## config.mk

```make
export PLATFORM = sky130hd
export DESIGN_NAME = two_axis_stepper_homing
export DESIGN_NICKNAME = d
export VERILOG_FILES = /design/src/rtl/tsh_pkg.sv /design/src/rtl/tsh_limit.sv /design/src/rtl/two_axis_stepper_homing.sv
export SDC_FILE = /design/constraint.sdc
export NUM_CORES = 1
export LEC_CHECK = 0
export ABC_AREA = 1
export CAP_MARGIN = 20
export CORE_MARGIN = 2
export CORE_UTILIZATION = 57
export CTS_CLUSTER_SIZE = 24
export DETAILED_ROUTE_END_ITERATION = 10
export DONT_BUFFER_PORTS = 1
export PLACE_DENSITY = 0.72
export SYNTH_ARGS = -nofsm -noshare
export SYNTH_HDL_FRONTEND = slang
export SYNTH_HIERARCHICAL = 1
export SYNTH_SLANG_ARGS = --single-unit
```

## constraint.sdc

```tcl
create_clock -name clk -period 4.1 [get_ports clk]
set_input_delay 0.205 -clock clk [delete_from_list [all_inputs] [get_ports clk]]
set_output_delay 0.205 -clock clk [all_outputs]
set_load 0.005 [all_outputs]
```

## src/rtl/tsh_pkg.sv

```systemverilog
// Shared constants, types and helper functions for the two-axis stepper homing block.
// No dependencies; every other file imports this package.
package tsh_pkg;

    localparam int SAMPLE_BITS_DEF = 10;
    localparam int SAMPLE_BITS_MAX = 16;

    // Wide enough to compare any sample width against the analog threshold.
    localparam int CMP_W = SAMPLE_BITS_MAX + 1;
    localparam logic [CMP_W-1:0] ANALOG_THRESHOLD = CMP_W'(512);

    localparam int LOG_W  = 3;
    localparam int DIST_W = 15;
    localparam int CFG_IDX_W  = 2;
    localparam int CFG_DATA_W = DIST_W;

    localparam logic [LOG_W-1:0] FINEST_LOG = 3'd5;
    localparam logic [LOG_W-1:0] FULL_STEP_LOG = 3'd0;

    localparam logic [CFG_IDX_W-1:0] CFG_MAX_LOG        = 2'd0;
    localparam logic [CFG_IDX_W-1:0] CFG_LIMIT_DISTANCE = 2'd1;
    localparam logic [CFG_IDX_W-1:0] CFG_ANALOG_MODE    = 2'd2;

    // M0 pin codes.
    localparam logic [1:0] M0_LOW   = 2'd0;
    localparam logic [1:0] M0_HIGH  = 2'd1;
    localparam logic [1:0] M0_FLOAT = 2'd2;

    typedef struct packed {
        logic       tool_step;
        logic       table_step;
        logic       tool_direction;
        logic       table_direction;
        logic       mode_high_pin;
        logic [1:0] mode_low_pin;
        logic [1:0] phase;
        logic       done_res;
    } result_t;

    // Finest microstep log, with codes above five treated as five.
    function automatic logic [LOG_W-1:0] sat_log(input logic [LOG_W-1:0] raw);
        return (raw > FINEST_LOG) ? FINEST_LOG : raw;
    endfunction

    function automatic logic [1:0] m0_code(input logic [LOG_W-1:0] lg);
        logic [1:0] code;
        code = M0_LOW;
        if (lg == 3'd2 || lg == 3'd5)
        begin
            code = M0_FLOAT;
        end
        else if (lg == 3'd1 || lg == 3'd4)
        begin
            code = M0_HIGH;
        end
        return code;
    endfunction

endpackage

```

## src/rtl/tsh_limit.sv

```systemverilog
// Limit detector for one axis: either of two samples active makes a hit.
// Depends on tsh_pkg for the analog threshold.
module tsh_limit
    import tsh_pkg::*;
#(
    parameter int SAMPLE_BITS = SAMPLE_BITS_DEF
)
(
    input  logic [SAMPLE_BITS-1:0] sample_a,
    input  logic [SAMPLE_BITS-1:0] sample_b,
    input  logic                   analog,
    output logic                   hit
);

    logic [CMP_W-1:0] ext_a;
    logic [CMP_W-1:0] ext_b;
    logic             act_a;
    logic             act_b;

    assign ext_a = CMP_W'(sample_a);
    assign ext_b = CMP_W'(sample_b);

    // Analog mode compares against the threshold, digital mode takes any nonzero level.
    assign act_a = analog ? (ext_a > ANALOG_THRESHOLD) : (sample_a != '0);
    assign act_b = analog ? (ext_b > ANALOG_THRESHOLD) : (sample_b != '0);
    assign hit   = act_a | act_b;

endmodule

```

## src/rtl/two_axis_stepper_homing.sv

```systemverilog
// Top level of the two-axis stepper homing sequencer.
// Depends on tsh_pkg and tsh_limit.
// Path: input register, then result register; the state update sits between the two.
// Throughput: one item per cycle unless out_stall holds back a full result register.
// Reset clears all control state and loads the finest microstep (32).
module two_axis_stepper_homing
    import tsh_pkg::*;
#(
    parameter int SAMPLE_BITS = SAMPLE_BITS_DEF
)
(
    input  logic                   clk,
    input  logic                   rst_n,

    input  logic                   in_valid,
    output logic                   in_stall,
    input  logic                   cmd,
    input  logic [SAMPLE_BITS-1:0] tool_limit_a,
    input  logic [SAMPLE_BITS-1:0] tool_limit_b,
    input  logic [SAMPLE_BITS-1:0] table_limit_a,
    input  logic [SAMPLE_BITS-1:0] table_limit_b,

    output logic                   out_valid,
    input  logic                   out_stall,
    output logic                   tool_step,
    output logic                   table_step,
    output logic                   tool_direction,
    output logic                   table_direction,
    output logic                   mode_high_pin,
    output logic [1:0]             mode_low_pin,
    output logic [1:0]             phase,
    output logic                   done_res,

    input  logic                   cfg_write,
    input  logic [CFG_IDX_W-1:0]   cfg_index,
    input  logic [CFG_DATA_W-1:0]  cfg_data
);

    typedef enum logic [1:0] {
        PH_IDLE  = 2'd0,
        PH_SEEK  = 2'd1,
        PH_TOOL  = 2'd2,
        PH_TABLE = 2'd3
    } phase_t;

    // Configuration registers.
    logic [LOG_W-1:0]  max_log_reg;
    logic [DIST_W-1:0] dist_reg;
    logic              analog_reg;

    // Input register.
    logic                   s1_valid_reg;
    logic                   cmd_reg;
    logic [SAMPLE_BITS-1:0] tool_a_reg;
    logic [SAMPLE_BITS-1:0] tool_b_reg;
    logic [SAMPLE_BITS-1:0] table_a_reg;
    logic [SAMPLE_BITS-1:0] table_b_reg;

    // Sequencer state.
    phase_t            phase_reg;
    phase_t            phase_next;
    logic              tool_seek_reg;
    logic              tool_seek_next;
    logic              table_seek_reg;
    logic              table_seek_next;
    logic [DIST_W-1:0] count_reg;
    logic [DIST_W-1:0] count_next;
    logic [LOG_W-1:0]  ml_reg;
    logic [LOG_W-1:0]  ml_next;
    logic              tool_dir_reg;
    logic              tool_dir_next;
    logic              table_dir_reg;
    logic              table_dir_next;

    // Result register.
    logic    out_valid_reg;
    result_t res_reg;
    result_t res_next;

    logic              s1_go;
    logic              tool_hit;
    logic              table_hit;
    logic [LOG_W-1:0]  finest;
    logic [LOG_W-1:0]  cfg_finest;
    logic              bo_more;
    logic [DIST_W-1:0] bo_count;

    tsh_limit #(.SAMPLE_BITS(SAMPLE_BITS)) u_tool_limit
    (
        .sample_a (tool_a_reg),
        .sample_b (tool_b_reg),
        .analog   (analog_reg),
        .hit      (tool_hit)
    );

    tsh_limit #(.SAMPLE_BITS(SAMPLE_BITS)) u_table_limit
    (
        .sample_a (table_a_reg),
        .sample_b (table_b_reg),
        .analog   (analog_reg),
        .hit      (table_hit)
    );

    // The input register moves on when the result register is empty or being emptied.
    assign s1_go    = s1_valid_reg && (!out_valid_reg || !out_stall);
    assign in_stall = s1_valid_reg && out_valid_reg && out_stall;

    assign finest     = sat_log(max_log_reg);
    assign cfg_finest = sat_log(cfg_data[LOG_W-1:0]);

    assign bo_more  = count_reg < dist_reg;
    assign bo_count = bo_more ? count_reg + DIST_W'(1) : count_reg;

    always_comb
    begin
        phase_next      = phase_reg;
        tool_seek_next  = tool_seek_reg;
        table_seek_next = table_seek_reg;
        count_next      = count_reg;
        ml_next         = ml_reg;
        tool_dir_next   = tool_dir_reg;
        table_dir_next  = table_dir_reg;
        res_next        = '0;

        if (cmd_reg)
        begin
            ml_next         = finest;
            table_dir_next  = 1'b0;
            tool_seek_next  = !tool_hit;
            table_seek_next = !table_hit;
            phase_next      = PH_SEEK;
            tool_dir_next   = 1'b0;
            // Both axes already at a limit: go straight to the tool back-off.
            if (tool_hit && table_hit)
            begin
                phase_next    = PH_TOOL;
                count_next    = '0;
                ml_next       = FULL_STEP_LOG;
                tool_dir_next = 1'b1;
            end
        end
        else
        begin
            unique case (phase_reg)
                PH_SEEK:
                begin
                    res_next.tool_step  = tool_seek_reg;
                    res_next.table_step = table_seek_reg;
                    tool_seek_next      = !tool_hit;
                    table_seek_next     = !table_hit;
                    if (tool_hit && table_hit)
                    begin
                        phase_next    = PH_TOOL;
                        count_next    = '0;
                        ml_next       = FULL_STEP_LOG;
                        tool_dir_next = !tool_dir_reg;
                    end
                end
                PH_TOOL:
                begin
                    res_next.tool_step = bo_more;
                    count_next         = bo_count;
                    if (bo_count >= dist_reg)
                    begin
                        tool_dir_next  = !tool_dir_reg;
                        table_dir_next = !table_dir_reg;
                        count_next     = '0;
                        phase_next     = PH_TABLE;
                    end
                end
                PH_TABLE:
                begin
                    res_next.table_step = bo_more;
                    count_next          = bo_count;
                    if (bo_count >= dist_reg)
                    begin
                        table_dir_next    = !table_dir_reg;
                        count_next        = '0;
                        ml_next           = finest;
                        phase_next        = PH_IDLE;
                        res_next.done_res = 1'b1;
                    end
                end
                PH_IDLE:
                begin
                end
                default:
                begin
                end
            endcase
        end

        res_next.tool_direction  = tool_dir_next;
        res_next.table_direction = table_dir_next;
        res_next.mode_high_pin   = ml_next > 3'd2;
        res_next.mode_low_pin    = m0_code(ml_next);
        res_next.phase           = phase_next;
    end

    always_ff @(posedge clk or negedge rst_n)
    begin
        if (!rst_n)
        begin
            max_log_reg    <= FINEST_LOG;
            dist_reg       <= '0;
            analog_reg     <= 1'b0;
            s1_valid_reg   <= 1'b0;
            out_valid_reg  <= 1'b0;
            phase_reg      <= PH_IDLE;
            tool_seek_reg  <= 1'b0;
            table_seek_reg <= 1'b0;
            count_reg      <= '0;
            ml_reg         <= FINEST_LOG;
            tool_dir_reg   <= 1'b0;
            table_dir_reg  <= 1'b0;
        end
        else
        begin
            if (in_valid && !in_stall)
            begin
                s1_valid_reg <= 1'b1;
            end
            else if (s1_go)
            begin
                s1_valid_reg <= 1'b0;
            end

            if (s1_go)
            begin
                out_valid_reg  <= 1'b1;
                phase_reg      <= phase_next;
                tool_seek_reg  <= tool_seek_next;
                table_seek_reg <= table_seek_next;
                count_reg      <= count_next;
                ml_reg         <= ml_next;
                tool_dir_reg   <= tool_dir_next;
                table_dir_reg  <= table_dir_next;
            end
            else if (!out_stall)
            begin
                out_valid_reg <= 1'b0;
            end

            if (cfg_write)
            begin
                unique case (cfg_index)
                    CFG_MAX_LOG:
                    begin
                        max_log_reg <= cfg_data[LOG_W-1:0];
                        // A lower finest microstep also pulls down the current one.
                        if (ml_reg > cfg_finest)
                        begin
                            ml_reg <= cfg_finest;
                        end
                    end
                    CFG_LIMIT_DISTANCE:
                    begin
                        dist_reg <= cfg_data[DIST_W-1:0];
                    end
                    CFG_ANALOG_MODE:
                    begin
                        analog_reg <= cfg_data[0];
                    end
                    default:
                    begin
                    end
                endcase
            end
        end
    end

    // Payload registers carry no reset.
    always_ff @(posedge clk)
    begin
        if (in_valid && !in_stall)
        begin
            cmd_reg     <= cmd;
            tool_a_reg  <= tool_limit_a;
            tool_b_reg  <= tool_limit_b;
            table_a_reg <= table_limit_a;
            table_b_reg <= table_limit_b;
        end
        if (s1_go)
        begin
            res_reg <= res_next;
        end
    end

    assign out_valid       = out_valid_reg;
    assign tool_step       = res_reg.tool_step;
    assign table_step      = res_reg.table_step;
    assign tool_direction  = res_reg.tool_direction;
    assign table_direction = res_reg.table_direction;
    assign mode_high_pin   = res_reg.mode_high_pin;
    assign mode_low_pin    = res_reg.mode_low_pin;
    assign phase           = res_reg.phase;
    assign done_res        = res_reg.done_res;

    // The back-off counter is always cleared by the time the sequence is idle.
    a_idle_count: assert property (@(posedge clk) disable iff (!rst_n)
        (phase_reg == PH_IDLE) |-> (count_reg == '0))
        else $error("back-off count nonzero while idle");

    a_ml_range: assert property (@(posedge clk) disable iff (!rst_n)
        ml_reg <= FINEST_LOG)
        else $error("microstep log above finest");

    // The finishing result always reports the idle phase.
    a_done_idle: assert property (@(posedge clk) disable iff (!rst_n)
        (out_valid_reg && res_reg.done_res) |-> (res_reg.phase == PH_IDLE))
        else $error("done reported outside idle");

    a_tool_step_busy: assert property (@(posedge clk) disable iff (!rst_n)
        (out_valid_reg && res_reg.tool_step) |-> (res_reg.phase != PH_IDLE))
        else $error("tool step reported with idle phase");

    a_stall_full: assert property (@(posedge clk) disable iff (!rst_n)
        in_stall |-> (s1_valid_reg && out_valid_reg))
        else $error("input stalled with room in the pipeline");

endmodule

```

==> impl_metrics.env <==
export IMPL_nets=816
export IMPL_io_buffers=0
export IMPL_slew_headroom_pct=38.5
export IMPL_wl_per_cell_um=14.6
export IMPL_p_sw_mw=1.76
export IMPL_antenna_found_initial=0
export IMPL_dpl_cell_area_um2=5650
export IMPL_antenna_left=0
export IMPL_globalRoute_totalOverflow=0
export IMPL_crit_type="reg -> reg"
export IMPL_switching_share_pct=44.6
export IMPL_r2r_slack_ps=270
export IMPL_synth_xor_area_share_pct=2.21
export IMPL_final_area_um2=6400
export IMPL_dieArea_um2=10600
export IMPL_syn_avg_cell_area_um2=8.37
export IMPL_min_path_type="in -> reg"
export IMPL_finalPower_mw=3.94
export IMPL_start_util_pct=57.9
export IMPL_cts_reportedPaths_clkPinSlew_ps=90
export IMPL_grt_total_usage_pct=25.1
export IMPL_post_cts_buffers=0
export IMPL_run_status="completed"
export IMPL_syn_nets=764
export IMPL_syn_inst=664
export IMPL_ios=75
export IMPL_syn_cell_area_um2=5560
export IMPL_synth_compound_area_share_pct=10.7
export IMPL_area_delta_synth_final_pct=15.2
export IMPL_peakVddDrop_mv=0.319
export IMPL_cp_max_fo=18
export IMPL_yosys_area_share_simple_pct=23.1
export IMPL_leakagePower_nw=2.95
export IMPL_synth_top_family_by_area="simple AND/OR/NAND/NOR gates"
export IMPL_drive_above_1_share_pct=7.07
export IMPL_grt_setup_unrepaired="false"
export IMPL_coreArea_um2=9590
export IMPL_skew_ps=17.6
export IMPL_p_int_mw=2.18
export IMPL_drv_cap=0
export IMPL_cts_inserted_buffers=9
export IMPL_end_kind="flop"
export IMPL_die_h_um=103
export IMPL_cts_path_max_buffers=2
export IMPL_cts_tree="built"
export IMPL_post_place_ws_ps=365
export IMPL_fp_dieW_um=103
export IMPL_viasPerCell=5.29
export IMPL_final_hold_violation_count=0
export IMPL_drt_initial_drc_count=232
export IMPL_clkLatencyLatePin_ps=370
export IMPL_synthAdderAreaFrac_pct=8.33
export IMPL_required_ps=4230
export IMPL_drt_wl_total_um=12500
export IMPL_hpwl_um=8270
export IMPL_pwr_share_seq_pct=36.7
export IMPL_crit_path_frequent_cell="nand2_1"
export IMPL_antenna_cells=0
export IMPL_drt_pass1_iterations=5
export IMPL_grt_max_degree=46
export IMPL_root_buffer="clkbuf_8"
export IMPL_timing_hold_ws_ps=21.2
export IMPL_finalSetupViolations=0
export IMPL_synth_seq_cells=96
export IMPL_clkPwrFrac_pct=16.1
export IMPL_cp_slowest_cell="dfrtp_1"
export IMPL_setup_slack_ps=270
export IMPL_finalMaxSlewViolations=0
export IMPL_cts_htree_levels=3
export IMPL_tightest_slew_ps=918
export IMPL_rows=36
export IMPL_yosysSeqAreaShare_pct=47.9
export IMPL_pwr_share_comb_pct=47.2
export IMPL_drc_errors=0
export IMPL_ys_warnings_count=6
export IMPL_grt_pass1_wl_um=20500
export IMPL_gp_congestion=0.905
export IMPL_p_per_area_nw_per_um2=616
export IMPL_num_vias=4519
export IMPL_fmax_mhz=261
export IMPL_grt_pass1_vias=4362
export IMPL_post_route_min_period_ps=3830
export IMPL_clock_sinks=96
export IMPL_crit_path_start_kind="flop"
export IMPL_cp_arrival_ps=3960
export IMPL_fin_crit_sh_pct=93.4
export IMPL_synthDistinctLibCells=37
export IMPL_critPathMaxStageDelay_ps=490
export IMPL_crit_chain="ha_1 -> a21oi_1 -> a21oi_2 -> o21ai_2 -> nand2_4 -> inv_4 -> nand2_1 -> nand2_1 -> inv_1 -> ha_1 -> nand2_1 -> inv_1 -> nand2_1 -> nand2_1 -> nor2_1 -> nand3_2 -> or2_2 -> nand3_1 -> nand2_2 -> nor2_1 -> nor2_1"
export IMPL_tns_ps=0
export IMPL_synthMuxAreaShare_pct=0
==> critical path, delay by kind of cell, from the launching register on <==
kind | cells | cell delay (ps)
AOI/OAI and AO/OA | 3 | 460
buffers and inverters | 3 | 300
adders and majority gates | 2 | 640
and+or+nand+nor | 13 | 1690
DFF | 1 | 490
==> cells by family after synthesis <==
group / after synthesis
AND/OR/NAND/NOR: 305
buffers and inverters: 107
adder cells (fa/ha/maj): 37
AO/OA/AOI/OAI: 105
XOR/XNOR: 14
flip-flops: 96
==> layout make-up <==
| type | count | area (um2) |
|---|---|---|
| timing repair buffer | 54 | 556 |
| tap | 133 | 166 |
| fill | 760 | 3190 |
| inverter | 94 | 355 |
| clock buffer | 10 | 128 |
| multi-input combinational | 461 | 2460 |
| clock inverter | 6 | 70.1 |
| sequential | 96 | 2660 |
==> stage by stage <==
stage,utilization (%),instances
6_report,66.7,854
2_1_floorplan,-,664
4_1_cts,66.6,853
5_1_grt,66.7,854
3_5_place_dp,58.9,785
3_3_place_gp,58.9,785
==> synth_stat cells (all sizes together) <==
cell | n | area [um2]
a21oi | 50 | 265
inv | 94 | 355
xor2 | 14 | 123
dfstp | 4 | 105
and2 | 2 | 12.5
nand4 | 5 | 31.3
buf | 6 | 53.8
o21bai | 2 | 15.0
nor3 | 9 | 50.1
a211oi | 1 | 7.51
nand3 | 24 | 130
o21a | 2 | 15.0
edfxtp | 51 | 1530
clkbuf | 7 | 26.3
nor2 | 92 | 373
o31ai | 11 | 82.6
a31oi | 3 | 18.8
dfrtp | 41 | 1030
o21ai | 36 | 188
nand2 | 169 | 659
ha | 37 | 463
or2 | 4 | 25.0
==> routing by layer <==
layer | GRT usage (%) | share of wire [%] | vias to the layer above
met3 | 5.63 | 5.5 | 10
met4 | 6.58 | 0.91 | 0
met2 | 41.5 | 48 | 149
li1 | - | - | 2256
met1 | 33.9 | 45 | 2104
met5 | 0 | 0 | -
==> what timing repair did <==
item / in CTS / in global routing
hold endpoints to repair: 95 / 1
hold buffers: 52 / 1
setup endpoints to repair: 0 / 1
gates resized for setup: 0 / 1
==> worst paths after layout <==
kind / startpoint / end / cells past startpoint
worst max register to register: count_reg[2] / mode_low_pin[0] / 21
max in group asynchronous: rst_n / ml_reg[2] / 2
worst min register to register: tool_seek_reg / tool_seek_reg / 2
min in group asynchronous: rst_n / count_reg[11] / 2
worst max-delay path: count_reg[2] / mode_low_pin[0] / 21
worst min-delay path: cfg_data[9] / dist_reg[9] / 2
==> cells in the final DEF, fill, tap and decap left out, types with 4 or more instances in the layout <==
| cell | instances |
|---|---|
| nand2_1 | 161 |
| nor2_1 | 87 |
| inv_1 | 86 |
| dlygate4sd3_1 | 52 |
| edfxtp_1 | 51 |
| a21oi_1 | 48 |
| dfrtp_1 | 41 |
| ha_1 | 37 |
| o21ai_0 | 30 |
| nand3_1 | 22 |
| xor2_1 | 14 |
| o31ai_1 | 11 |
| clkbuf_8 | 9 |
| inv_2 | 7 |
| nand2_2 | 7 |
| nor3_1 | 7 |
| nand4_1 | 5 |
| o21ai_1 | 4 |
| dfstp_2 | 4 |
==> power groups by stage <==
stage / clock network [mW] / registers [mW] / logic [mW]
6_report: 0.634 / 1.45 / 1.86
5_1_grt: 0.690 / 1.47 / 2.13
4_1_cts: 0.640 / 1.44 / 1.83
3_5_place_dp: 0 / 1.46 / 1.77
3_3_place_gp: 0 / 1.45 / 1.71
2_1_floorplan: 0 / 1.39 / 1.48
(Power assumes the default switching activity.)
